## src/rtl/aalr_pkg.sv

```systemverilog
// ----------------------------------------------------------------------------
// aalr_pkg: shared types and constants of the anti-aliased line rasterizer
// Grid size, field widths, controller states, command/status bundles and the
// small arithmetic helpers used by the datapath.
// ----------------------------------------------------------------------------
package aalr_pkg;

  localparam int GRID_SIZE  = 40;
  localparam int COORD_W    = 6;
  localparam int COL_W      = 8;
  localparam int COV_W      = 8;
  localparam int FRAC_W     = 16;
  localparam int PROD_W     = COL_W + COV_W;
  localparam int DIVIDEND_W = COORD_W + FRAC_W;
  localparam int QUO_W      = FRAC_W + 1;
  localparam int GRAD_W     = QUO_W + 1;
  localparam int POS_W      = COORD_W + FRAC_W + 1;
  localparam int CNT_W      = $clog2(DIVIDEND_W + 1);

  localparam logic [COV_W-1:0]   COV_HALF  = COV_W'(127);
  localparam logic [COORD_W-1:0] COORD_MAX = COORD_W'(GRID_SIZE - 1);
  localparam logic [COORD_W:0]   GRID_LIM  = (COORD_W + 1)'(GRID_SIZE);

  typedef logic [COORD_W-1:0] coord_t;
  typedef logic [COL_W-1:0]   chan_t;
  typedef logic [COV_W-1:0]   cov_t;

  typedef struct packed {
    chan_t red;
    chan_t green;
    chan_t blue;
  } rgb_t;

  typedef struct packed {
    coord_t major;
    coord_t minor;
    cov_t   cov1;
    cov_t   cov2;
    logic   last;
  } pair_t;

  typedef enum logic [2:0] {
    ST_IDLE,
    ST_SETUP,
    ST_DIVIDE,
    ST_EMIT_FIRST,
    ST_EMIT_SECOND,
    ST_INTERIOR,
    ST_DRAIN
  } state_e;

  typedef struct packed {
    logic load;
    logic div_start;
    logic emit_first;
    logic emit_second;
    logic emit_interior;
  } cmd_t;

  typedef struct packed {
    logic len_zero;
    logic len_le1;
    logic div_done;
    logic interior_last;
    logic pipe_busy;
  } status_t;

  // Clamp a coordinate to the last grid column/row.
  function automatic coord_t sat_coord(coord_t c);
    return (c > COORD_MAX) ? COORD_MAX : c;
  endfunction

  // floor(x / 255) for any product of two 8-bit values, by add and shift.
  function automatic chan_t div255(logic [PROD_W-1:0] x);
    logic [PROD_W:0] s;
    s = {1'b0, x} + (PROD_W + 1)'(x >> COL_W) + (PROD_W + 1)'(1);
    return chan_t'(s >> COL_W);
  endfunction

endpackage

```

## src/rtl/aalr_div.sv

```systemverilog
// ----------------------------------------------------------------------------
// aalr_div: radix-2 restoring divider
// Produces one quotient bit per cycle; done pulses once when the quotient
// register holds the final value.
// ----------------------------------------------------------------------------
module aalr_div import aalr_pkg::*; (
  input  logic                  clk_i,
  input  logic                  rst_ni,
  input  logic                  start_i,
  input  logic [DIVIDEND_W-1:0] dividend_i,
  input  coord_t                divisor_i,
  output logic                  done_o,
  output logic [QUO_W-1:0]      quotient_o
);

  logic                  run_q, run_d;
  logic                  done_q, done_d;
  logic [CNT_W-1:0]      cnt_q, cnt_d;
  coord_t                rem_q, rem_d;
  coord_t                dvs_q;
  logic [DIVIDEND_W-1:0] quo_q, quo_d;
  logic [COORD_W:0]      trial;
  logic [COORD_W:0]      diff;
  logic                  fits;

  assign trial = {rem_q, quo_q[DIVIDEND_W-1]};
  assign diff  = trial - {1'b0, dvs_q};
  assign fits  = trial >= {1'b0, dvs_q};

  always_comb begin
    run_d  = run_q;
    done_d = 1'b0;
    cnt_d  = cnt_q;
    if (start_i) begin
      run_d = 1'b1;
      cnt_d = CNT_W'(DIVIDEND_W);
    end else if (run_q) begin
      cnt_d = cnt_q - CNT_W'(1);
      if (cnt_q == CNT_W'(1)) begin
        run_d  = 1'b0;
        done_d = 1'b1;
      end
    end
  end

  always_comb begin
    rem_d = rem_q;
    quo_d = quo_q;
    if (start_i) begin
      rem_d = '0;
      quo_d = dividend_i;
    end else if (run_q) begin
      rem_d = fits ? diff[COORD_W-1:0] : trial[COORD_W-1:0];
      quo_d = {quo_q[DIVIDEND_W-2:0], fits};
    end
  end

  always_ff @(posedge clk_i or negedge rst_ni) begin
    if (!rst_ni) begin
      run_q  <= 1'b0;
      done_q <= 1'b0;
      cnt_q  <= '0;
    end else begin
      run_q  <= run_d;
      done_q <= done_d;
      cnt_q  <= cnt_d;
    end
  end

  always_ff @(posedge clk_i) begin
    rem_q <= rem_d;
    quo_q <= quo_d;
    if (start_i) begin
      dvs_q <= divisor_i;
    end
  end

  assign done_o     = done_q;
  assign quotient_o = quo_q[QUO_W-1:0];

endmodule

```

## src/rtl/aalr_shade.sv

```systemverilog
// ----------------------------------------------------------------------------
// aalr_shade: pixel-pair shading pipeline
// Places the pair on the grid, checks coverage and bounds, scales the colour
// by coverage/255 and registers the result word. Two stages.
// ----------------------------------------------------------------------------
module aalr_shade import aalr_pkg::*; (
  input  logic   clk_i,
  input  logic   rst_ni,
  input  logic   pair_valid_i,
  input  pair_t  pair_i,
  input  logic   steep_i,
  input  rgb_t   color_i,
  output logic   busy_o,
  output logic   valid_o,
  output coord_t pix_x_o,
  output coord_t pix_y_o,
  output logic   steep_o,
  output logic   write_first_o,
  output logic   write_second_o,
  output rgb_t   first_o,
  output rgb_t   second_o,
  output logic   last_o
);

  coord_t           px, py;
  logic [COORD_W:0] qx, qy;
  logic             w1, w2;

  logic              s1_valid_q;
  coord_t            s1_px_q, s1_py_q;
  logic              s1_steep_q, s1_last_q, s1_w1_q, s1_w2_q;
  logic [PROD_W-1:0] s1_p1_q [3];
  logic [PROD_W-1:0] s1_p2_q [3];

  logic   out_valid_q;
  coord_t out_px_q, out_py_q;
  logic   out_steep_q, out_last_q, out_w1_q, out_w2_q;
  rgb_t   out_c1_q, out_c2_q;

  // Second pixel sits one step past the first across the minor axis.
  always_comb begin
    px = steep_i ? pair_i.minor : pair_i.major;
    py = steep_i ? pair_i.major : pair_i.minor;
    qx = steep_i ? {1'b0, px} + (COORD_W + 1)'(1) : {1'b0, px};
    qy = steep_i ? {1'b0, py} : {1'b0, py} + (COORD_W + 1)'(1);
    w1 = (pair_i.cov1 != '0) && ({1'b0, px} < GRID_LIM) && ({1'b0, py} < GRID_LIM);
    w2 = (pair_i.cov2 != '0) && (qx < GRID_LIM) && (qy < GRID_LIM);
  end

  always_ff @(posedge clk_i or negedge rst_ni) begin
    if (!rst_ni) begin
      s1_valid_q  <= 1'b0;
      out_valid_q <= 1'b0;
    end else begin
      s1_valid_q  <= pair_valid_i;
      out_valid_q <= s1_valid_q;
    end
  end

  always_ff @(posedge clk_i) begin
    s1_px_q    <= px;
    s1_py_q    <= py;
    s1_steep_q <= steep_i;
    s1_last_q  <= pair_i.last;
    s1_w1_q    <= w1;
    s1_w2_q    <= w2;
    s1_p1_q[0] <= PROD_W'(color_i.red)   * PROD_W'(pair_i.cov1);
    s1_p1_q[1] <= PROD_W'(color_i.green) * PROD_W'(pair_i.cov1);
    s1_p1_q[2] <= PROD_W'(color_i.blue)  * PROD_W'(pair_i.cov1);
    s1_p2_q[0] <= PROD_W'(color_i.red)   * PROD_W'(pair_i.cov2);
    s1_p2_q[1] <= PROD_W'(color_i.green) * PROD_W'(pair_i.cov2);
    s1_p2_q[2] <= PROD_W'(color_i.blue)  * PROD_W'(pair_i.cov2);

    out_px_q       <= s1_px_q;
    out_py_q       <= s1_py_q;
    out_steep_q    <= s1_steep_q;
    out_last_q     <= s1_last_q;
    out_w1_q       <= s1_w1_q;
    out_w2_q       <= s1_w2_q;
    // Drop colour of unwritten pixels.
    out_c1_q.red   <= s1_w1_q ? div255(s1_p1_q[0]) : '0;
    out_c1_q.green <= s1_w1_q ? div255(s1_p1_q[1]) : '0;
    out_c1_q.blue  <= s1_w1_q ? div255(s1_p1_q[2]) : '0;
    out_c2_q.red   <= s1_w2_q ? div255(s1_p2_q[0]) : '0;
    out_c2_q.green <= s1_w2_q ? div255(s1_p2_q[1]) : '0;
    out_c2_q.blue  <= s1_w2_q ? div255(s1_p2_q[2]) : '0;
  end

  assign busy_o         = s1_valid_q;
  assign valid_o        = out_valid_q;
  assign pix_x_o        = out_px_q;
  assign pix_y_o        = out_py_q;
  assign steep_o        = out_steep_q;
  assign write_first_o  = out_valid_q & out_w1_q;
  assign write_second_o = out_valid_q & out_w2_q;
  assign first_o        = out_c1_q;
  assign second_o       = out_c2_q;
  assign last_o         = out_last_q;

endmodule

```

## src/rtl/aalr_datapath.sv

```systemverilog
// ----------------------------------------------------------------------------
// aalr_datapath: endpoint setup, gradient, minor-axis stepping and shading
// Orders the endpoints at load, divides for the gradient, walks the interior
// steps in 6.16 fixed point and feeds pixel pairs to the shading pipeline.
// ----------------------------------------------------------------------------
module aalr_datapath import aalr_pkg::*; (
  input  logic    clk_i,
  input  logic    rst_ni,
  input  cmd_t    cmd_i,
  output status_t status_o,
  input  coord_t  x_start_i,
  input  coord_t  y_start_i,
  input  coord_t  x_stop_i,
  input  coord_t  y_stop_i,
  input  chan_t   red_i,
  input  chan_t   green_i,
  input  chan_t   blue_i,
  output logic    valid_o,
  output coord_t  pix_x_o,
  output coord_t  pix_y_o,
  output logic    steep_o,
  output logic    write_first_o,
  output logic    write_second_o,
  output rgb_t    first_o,
  output rgb_t    second_o,
  output logic    last_o
);

  // Load-time setup
  coord_t           x0, y0, x1, y1;
  logic [COORD_W:0] dx, dy;
  coord_t           adx, ady;
  logic             steep;
  coord_t           a0, n0, a1, n1;
  coord_t           ma0, mi0, ma1, mi1;
  logic [COORD_W:0] dmin;

  logic   steep_q;
  coord_t ma0_q, mi0_q, ma1_q, mi1_q, len_q;
  logic   dneg_q;
  coord_t dabs_q;
  rgb_t   color_q;

  // Gradient and stepping
  logic                  div_done;
  logic [QUO_W-1:0]      quotient;
  logic [GRAD_W-1:0]     grad;
  logic [POS_W-1:0]      pos_q, pos_d;
  coord_t                k_q, k_d;
  logic [FRAC_W-1:0]     frac;
  logic [FRAC_W:0]       frac_inv;
  logic [FRAC_W+COV_W:0] t1;
  logic [FRAC_W+COV_W:0] t2;
  cov_t                  c1, c2;

  // Issue stage
  logic   issue_valid_q;
  pair_t  issue_q, issue_d;
  coord_t first_major;
  logic   shade_busy;

  always_comb begin
    x0    = sat_coord(x_start_i);
    y0    = sat_coord(y_start_i);
    x1    = sat_coord(x_stop_i);
    y1    = sat_coord(y_stop_i);
    dx    = {1'b0, x1} - {1'b0, x0};
    dy    = {1'b0, y1} - {1'b0, y0};
    adx   = dx[COORD_W] ? COORD_W'(-dx) : dx[COORD_W-1:0];
    ady   = dy[COORD_W] ? COORD_W'(-dy) : dy[COORD_W-1:0];
    steep = adx <= ady;
    a0    = steep ? y0 : x0;
    n0    = steep ? x0 : y0;
    a1    = steep ? y1 : x1;
    n1    = steep ? x1 : y1;
    // Order so the major coordinate does not decrease.
    if (a1 < a0) begin
      ma0 = a1; mi0 = n1; ma1 = a0; mi1 = n0;
    end else begin
      ma0 = a0; mi0 = n0; ma1 = a1; mi1 = n1;
    end
    dmin = {1'b0, mi1} - {1'b0, mi0};
  end

  always_ff @(posedge clk_i) begin
    if (cmd_i.load) begin
      steep_q       <= steep;
      ma0_q         <= ma0;
      mi0_q         <= mi0;
      ma1_q         <= ma1;
      mi1_q         <= mi1;
      len_q         <= ma1 - ma0;
      dneg_q        <= dmin[COORD_W];
      dabs_q        <= dmin[COORD_W] ? COORD_W'(-dmin) : dmin[COORD_W-1:0];
      color_q.red   <= red_i;
      color_q.green <= green_i;
      color_q.blue  <= blue_i;
    end
  end

  aalr_div u_div (
    .clk_i      (clk_i),
    .rst_ni     (rst_ni),
    .start_i    (cmd_i.div_start),
    .dividend_i ({dabs_q, {FRAC_W{1'b0}}}),
    .divisor_i  (len_q),
    .done_o     (div_done),
    .quotient_o (quotient)
  );

  // Gradient truncates toward zero: divide magnitudes, then apply sign.
  assign grad = dneg_q ? GRAD_W'(0) - {1'b0, quotient} : {1'b0, quotient};

  // Coverage from the fractional minor position.
  always_comb begin
    frac     = pos_q[FRAC_W-1:0];
    frac_inv = (FRAC_W + 1)'(1) << FRAC_W;
    frac_inv = frac_inv - {1'b0, frac};
    t1       = {frac_inv, {COV_W{1'b0}}} - (FRAC_W + COV_W + 1)'(frac_inv);
    t2       = {1'b0, frac, {COV_W{1'b0}}} - (FRAC_W + COV_W + 1)'(frac);
    c1       = t1[FRAC_W +: COV_W];
    c2       = t2[FRAC_W +: COV_W];
  end

  assign first_major = (len_q != '0) ? ma0_q :
                       (ma0_q != '0) ? ma0_q - COORD_W'(1) : '0;

  always_comb begin
    pos_d   = pos_q;
    k_d     = k_q;
    issue_d = issue_q;
    if (cmd_i.emit_first) begin
      issue_d = '{major: first_major, minor: mi0_q, cov1: COV_HALF, cov2: '0,
                  last: 1'b0};
      pos_d   = {1'b0, mi0_q, {FRAC_W{1'b0}}}
              + {{(POS_W - GRAD_W){grad[GRAD_W-1]}}, grad};
      k_d     = COORD_W'(1);
    end else if (cmd_i.emit_second) begin
      issue_d = '{major: ma1_q, minor: mi1_q, cov1: COV_HALF, cov2: '0,
                  last: status_o.len_le1};
    end else if (cmd_i.emit_interior) begin
      issue_d = '{major: ma0_q + k_q, minor: pos_q[FRAC_W +: COORD_W],
                  cov1: c1, cov2: c2, last: status_o.interior_last};
      pos_d   = pos_q + {{(POS_W - GRAD_W){grad[GRAD_W-1]}}, grad};
      k_d     = k_q + COORD_W'(1);
    end
  end

  always_ff @(posedge clk_i or negedge rst_ni) begin
    if (!rst_ni) begin
      issue_valid_q <= 1'b0;
    end else begin
      issue_valid_q <= cmd_i.emit_first | cmd_i.emit_second | cmd_i.emit_interior;
    end
  end

  always_ff @(posedge clk_i) begin
    pos_q   <= pos_d;
    k_q     <= k_d;
    issue_q <= issue_d;
  end

  aalr_shade u_shade (
    .clk_i          (clk_i),
    .rst_ni         (rst_ni),
    .pair_valid_i   (issue_valid_q),
    .pair_i         (issue_q),
    .steep_i        (steep_q),
    .color_i        (color_q),
    .busy_o         (shade_busy),
    .valid_o        (valid_o),
    .pix_x_o        (pix_x_o),
    .pix_y_o        (pix_y_o),
    .steep_o        (steep_o),
    .write_first_o  (write_first_o),
    .write_second_o (write_second_o),
    .first_o        (first_o),
    .second_o       (second_o),
    .last_o         (last_o)
  );

  always_comb begin
    status_o.len_zero      = len_q == '0;
    status_o.len_le1       = len_q[COORD_W-1:1] == '0;
    status_o.div_done      = div_done;
    status_o.interior_last = k_q == (len_q - COORD_W'(1));
    status_o.pipe_busy     = issue_valid_q | shade_busy;
  end

endmodule

```

## src/rtl/aalr_ctrl.sv

```systemverilog
// ----------------------------------------------------------------------------
// aalr_ctrl: line sequencing controller
// Steps through setup, gradient division (not for a point), both endpoint
// pairs, the interior pairs (none for length one or less) and pipeline drain.
// ----------------------------------------------------------------------------
module aalr_ctrl import aalr_pkg::*; (
  input  logic    clk_i,
  input  logic    rst_ni,
  input  logic    start_i,
  input  status_t status_i,
  output cmd_t    cmd_o,
  output logic    busy_o
);

  state_e state_q, state_d;

  always_comb begin
    state_d = state_q;
    unique case (state_q)
      ST_IDLE:        if (start_i) state_d = ST_SETUP;
      ST_SETUP:       state_d = status_i.len_zero ? ST_EMIT_FIRST : ST_DIVIDE;
      ST_DIVIDE:      if (status_i.div_done) state_d = ST_EMIT_FIRST;
      ST_EMIT_FIRST:  state_d = ST_EMIT_SECOND;
      ST_EMIT_SECOND: state_d = status_i.len_le1 ? ST_DRAIN : ST_INTERIOR;
      ST_INTERIOR:    if (status_i.interior_last) state_d = ST_DRAIN;
      ST_DRAIN:       if (!status_i.pipe_busy) state_d = ST_IDLE;
      default:        state_d = ST_IDLE;
    endcase
  end

  always_comb begin
    cmd_o  = '0;
    busy_o = 1'b1;
    unique case (state_q)
      ST_IDLE: begin
        busy_o     = 1'b0;
        cmd_o.load = start_i;
      end
      ST_SETUP:       cmd_o.div_start     = !status_i.len_zero;
      ST_DIVIDE:      cmd_o               = '0;
      ST_EMIT_FIRST:  cmd_o.emit_first    = 1'b1;
      ST_EMIT_SECOND: cmd_o.emit_second   = 1'b1;
      ST_INTERIOR:    cmd_o.emit_interior = 1'b1;
      ST_DRAIN:       cmd_o               = '0;
      default:        cmd_o               = '0;
    endcase
  end

  always_ff @(posedge clk_i or negedge rst_ni) begin
    if (!rst_ni) begin
      state_q <= ST_IDLE;
    end else begin
      state_q <= state_d;
    end
  end

endmodule

```

## src/rtl/antialiased_line_rasterizer_unit.sv

```systemverilog
// ----------------------------------------------------------------------------
// antialiased_line_rasterizer_unit: anti-aliased line rasterizer top level
// Accepts two endpoints and a colour, emits the pixel-pair words of a line one per cycle.
// ----------------------------------------------------------------------------
// The first pair word follows start through setup, the bit-serial gradient
//   divider (skipped for a zero-length line), the issue register and both
//   shading stages.
// A line of major length L gives L + 1 words (2 for a point), one per cycle.
// Reset clears the controller and all valid flags; words are never stalled.
module antialiased_line_rasterizer_unit import aalr_pkg::*; (
  input  logic   clk_i,
  input  logic   rst_ni,
  input  logic   start_i,
  output logic   busy_o,
  input  coord_t x_start_i,
  input  coord_t y_start_i,
  input  coord_t x_stop_i,
  input  coord_t y_stop_i,
  input  chan_t  red_i,
  input  chan_t  green_i,
  input  chan_t  blue_i,
  output logic   valid_o,
  output coord_t pix_x_o,
  output coord_t pix_y_o,
  output logic   steep_o,
  output logic   write_first_o,
  output logic   write_second_o,
  output chan_t  first_red_o,
  output chan_t  first_green_o,
  output chan_t  first_blue_o,
  output chan_t  second_red_o,
  output chan_t  second_green_o,
  output chan_t  second_blue_o,
  output logic   last_o
);

  cmd_t    cmd;
  status_t status;
  rgb_t    first_col, second_col;

  // Controller: sequences setup, divide, endpoint pairs, interior pairs.
  aalr_ctrl u_ctrl (
    .clk_i    (clk_i),
    .rst_ni   (rst_ni),
    .start_i  (start_i),
    .status_i (status),
    .cmd_o    (cmd),
    .busy_o   (busy_o)
  );

  // Datapath: endpoint ordering, gradient, stepping and shading pipeline.
  aalr_datapath u_datapath (
    .clk_i          (clk_i),
    .rst_ni         (rst_ni),
    .cmd_i          (cmd),
    .status_o       (status),
    .x_start_i      (x_start_i),
    .y_start_i      (y_start_i),
    .x_stop_i       (x_stop_i),
    .y_stop_i       (y_stop_i),
    .red_i          (red_i),
    .green_i        (green_i),
    .blue_i         (blue_i),
    .valid_o        (valid_o),
    .pix_x_o        (pix_x_o),
    .pix_y_o        (pix_y_o),
    .steep_o        (steep_o),
    .write_first_o  (write_first_o),
    .write_second_o (write_second_o),
    .first_o        (first_col),
    .second_o       (second_col),
    .last_o         (last_o)
  );

  // Split the colour bundles onto their ports.
  assign first_red_o    = first_col.red;
  assign first_green_o  = first_col.green;
  assign first_blue_o   = first_col.blue;
  assign second_red_o   = second_col.red;
  assign second_green_o = second_col.green;
  assign second_blue_o  = second_col.blue;

  // An accepted line always makes the unit busy on the next cycle.
  a_start_busy: assert property (@(posedge clk_i) disable iff (!rst_ni)
    start_i && !busy_o |=> busy_o)
    else $error("unit not busy after accepting a line");

  // The final word of a line is never directly followed by another word.
  a_last_gap: assert property (@(posedge clk_i) disable iff (!rst_ni)
    valid_o && last_o |=> !valid_o)
    else $error("word emitted right after last word");

  // An unwritten second pixel carries no colour.
  a_second_blank: assert property (@(posedge clk_i) disable iff (!rst_ni)
    valid_o && !write_second_o |->
      second_red_o == '0 && second_green_o == '0 && second_blue_o == '0)
    else $error("colour on unwritten second pixel");

  // A written first pixel lies on the grid.
  a_first_on_grid: assert property (@(posedge clk_i) disable iff (!rst_ni)
    valid_o && write_first_o |->
      {1'b0, pix_x_o} < GRID_LIM && {1'b0, pix_y_o} < GRID_LIM)
    else $error("written first pixel off grid");

endmodule

```

## config.mk

```make
export PLATFORM = sky130hd
export DESIGN_NAME = antialiased_line_rasterizer_unit
export DESIGN_NICKNAME = d
export VERILOG_FILES = /design/src/rtl/aalr_pkg.sv /design/src/rtl/aalr_div.sv /design/src/rtl/aalr_shade.sv /design/src/rtl/aalr_datapath.sv /design/src/rtl/aalr_ctrl.sv /design/src/rtl/antialiased_line_rasterizer_unit.sv
export SDC_FILE = /design/constraint.sdc
export NUM_CORES = 2
export LEC_CHECK = 0
export BUFFER_PORTS_ARGS = -buffer_cell sky130_fd_sc_hd__buf_2
export CAP_MARGIN = 20
export CORE_ASPECT_RATIO = 0.8
export CORE_UTILIZATION = 64
export DETAILED_ROUTE_END_ITERATION = 10
export PLACE_DENSITY = 0.87
export REMOVE_ABC_BUFFERS = 1
export SYNTH_ARGS = -nofsm -noshare
export SYNTH_HDL_FRONTEND = slang
export SYNTH_SLANG_ARGS = --single-unit
```

## constraint.sdc

```tcl
create_clock -name clk_i -period 5.9 [get_ports clk_i]
set_clock_uncertainty 0.1 [all_clocks]
set_input_delay 0.59 -clock clk_i [delete_from_list [all_inputs] [get_ports clk_i]]
set_output_delay 0.59 -clock clk_i [all_outputs]
set_load 0.05 [all_outputs]
```

==> flow_summary.json <==
{
  "port-buffer-count": 116,
  "critPathSlowestCell": "maj3_2",
  "status": "finished with violations",
  "firstDrtPassIters": 7,
  "crit_arrival_ns": 7.02,
  "synth-edff-count": 108,
  "hold_start": "red_i[4]",
  "fin_crit_ns": 6.81,
  "setup_viol": 10,
  "numClockSinks": 342,
  "h-tree-depth": 2,
  "drc": 0,
  "ys_types": 84,
  "hold_class": "in2reg",
  "area_delta_synth_final_pct": 14.4,
  "tightest_slew_ns": 1.02,
  "dieWidth_um": 241,
  "violations": "negative setup slack",
  "num_rows": 69,
  "fmax_mhz": 147,
  "routed_wl_um": 73000,
  "timing.hold.ws_ns": 0.0954,
  "avgRoutedWirePerCell_um": 18.2,
  "worstSetupPathType": "in2reg",
  "synth_area_leaders": "dfxtp_1 15%, fa_1 15%, ha_1 15%",
  "cts_buffers": 37,
  "final_cell_mix": "395 x inv_1, 342 x ha_1, 299 x nand2_1",
  "grt_antenna_before_repair": 0,
  "startpoint": "x_start_i[4]",
  "grt_max_degree": 52,
  "groute.usage.overall_pct": 31.5,
  "cap_viol_max_count": 0,
  "drive_gt1_share_pct": 14.7,
  "required_ns": 6.11,
  "reg2reg_from": "u_datapath.color_q[2]$_DFFE_PP_",
  "gp_congestion": 0.917,
  "final_nets": 4006,
  "grt_pass1_vias": 24800,
  "yosysSeqAreaShare_pct": 27.3,
  "clock_latency_ns": 0.56,
  "cpPeakStageDelay_ns": 0.34,
  "slew_violations": 0,
  "core_um2": 44800,
  "clkSlewWorstSetupHoldPaths_ns": 0.07,
  "setup_ws_ns": -0.907,
  "max_slew_margin_pct": 31.7,
  "finalHoldViolCount": 0,
  "drt_iter0_markers": 2055,
  "grt_pass1_wl_um": 119000,
  "syn_area_per_cell_um2": 9.38,
  "yosysTopAreaCell": "dfxtp_1",
  "cp-end-kind": "register",
  "layout_commonest_cell": "inv_1",
  "gr-total-overflow": 0,
  "initial_core_util_pct": 65.4,
  "cp_max_fo": 7,
  "netlist_area_um2": 29300,
  "rsz0062_at_grt": "true",
  "timing.final.crit_share_pct": 115,
  "ys_dominant_reg_cell": "dfxtp_1",
  "synth_seq_cells": 342,
  "ioPinCount": 117,
  "cts_tree": "built",
  "die_area_um2": 46600,
  "syn_inst": 3122,
  "ys_warn_count": 0,
  "startpoint_type": "primary input",
  "synthArstFlopShare_pct": 3.80,
  "via_per_inst": 5.82,
  "vias": 23400,
  "cts_root_buf": "clkbuf_16",
  "clockBufferDepth": 3,
  "postRouteAntennaNets": 0,
  "die_height_um": 193,
  "hpwl_um": 54700,
  "synth_top_area_share_pct": 15.1
}
## logic make-up (layout without fill, tap and decap cells)
group,count (synthesis),count (layout),share of synthesized area [%]
and+or+nand+nor,939,939,16.0
adders and majority gates,574,574,30.1
buffers and inverters,504,795,6.55
AOI/OAI and AO/OA,460,460,10.5
DFF,342,342,27.3
xor gates and xnor gates,212,212,6.36
muxes,91,91,3.23
other,0,1,0
## Yosys cell counts (all sizes together), types with 33 or more instances
| master | n |
|---|---|
| fa | 220 |
| inv | 399 |
| ha | 351 |
| edfxtp | 108 |
| xnor2 | 171 |
| nor2 | 174 |
| a21o | 33 |
| nand2 | 299 |
| a21oi | 94 |
| o21ai | 135 |
| dfxtp | 221 |
| nor3 | 33 |
| o21a | 56 |
| xor2 | 41 |
| clkbuf | 92 |
| nand2b | 37 |
| and2 | 261 |
| mux2i | 69 |
## repair_timing
action / CTS / global route
gates resized for setup: 64 / 41
hold endpoints to repair: 13 / 0
setup endpoints to repair: 16 / 29
buffers inserted: 26 / 6
hold buffers: 1 / 0
pin swaps: 33 / 39
## stage by stage
stage | worst slack (ns) | utilization [%] | area (um2) | cells | TNS (ns)
after floorplan | -2.61 | - | 28900 | 3021 | -51.14
after global placement | -1.52 | 70.5 | 31600 | 3916 | -17.12
after detailed placement | -1.87 | 70.5 | 31600 | 3916 | -26.42
after CTS | -0.864 | 74.3 | 33300 | 4011 | -5.80
after global routing | -1.12 | 74.8 | 33500 | 4016 | -8.03
final | -0.907 | 74.8 | 33500 | 4017 | -5.58
## layer usage
layer | part of all wire (%) | vias up | track usage [%]
met3 | 7.4 | 261 | 5.21
met4 | 4.3 | 0 | 14.1
met1 | 39 | 11300 | 38.2
li1 | - | 10800 | -
met2 | 49 | 973 | 54.5
met5 | 0 | - | 0
## critical path, delay by kind of cell
| family | cells | cell delay [ns] |
|---|---|---|
| buffers and inverters | 7 | 0.82 |
| multiplexers | 3 | 0.68 |
| AND/OR/NAND/NOR | 6 | 0.82 |
| XOR/XNOR | 2 | 0.33 |
| AO/OA/AOI/OAI | 14 | 2.25 |
| adder cells (fa/ha/maj) | 6 | 1.51 |
## path summary, 6_finish.rpt
kind,endpoint,slack [ns],cells past startpoint
worst max-delay path,u_datapath.dabs_q[4]$_DFFE_PP_,-0.91,38
worst min-delay path,u_datapath.color_q[20]$_DFFE_PP_,0.1,1
worst max register to register,u_datapath.u_shade.s1_p1_q[0][45]$_DFF_P_,0.20,17
worst min register to register,u_datapath.u_shade.pix_x_o[5]$_DFF_P_,0.23,0
max in group asynchronous,u_datapath.u_shade.busy_o$_DFF_PN0_,5.06,2
min in group asynchronous,u_datapath.u_div.done_o$_DFF_PN0_,0.37,2
## sequential cells by signal (all words and copies together), names as in the netlist, 22 cells and up
register / cells
u_datapath.u_shade.s1_p1_q: 48
u_datapath.u_shade.s1_p2_q: 48
u_datapath.issue_q: 29
u_datapath.color_q: 24
u_datapath.u_shade.first_o: 24
u_datapath.u_shade.second_o: 24
u_datapath.pos_q: 22
u_datapath.u_div.quo_q: 22
## final cells by class
cell class                      instances  area [um2]
Timing Repair Buffer                  324        2250
Multi-Input combinational cell       2276       19800
Clock buffer                           55        1120
Clock inverter                         13         101
Antenna cell                            1        2.50
Fill cell                            2825       11300
Tap cell                              603         754
Inverter                              403        1530
Sequential cell                       342        8000
Power is not shown: default switching activity piles up to over one toggle a cycle in this logic, so the estimate is an artifact.
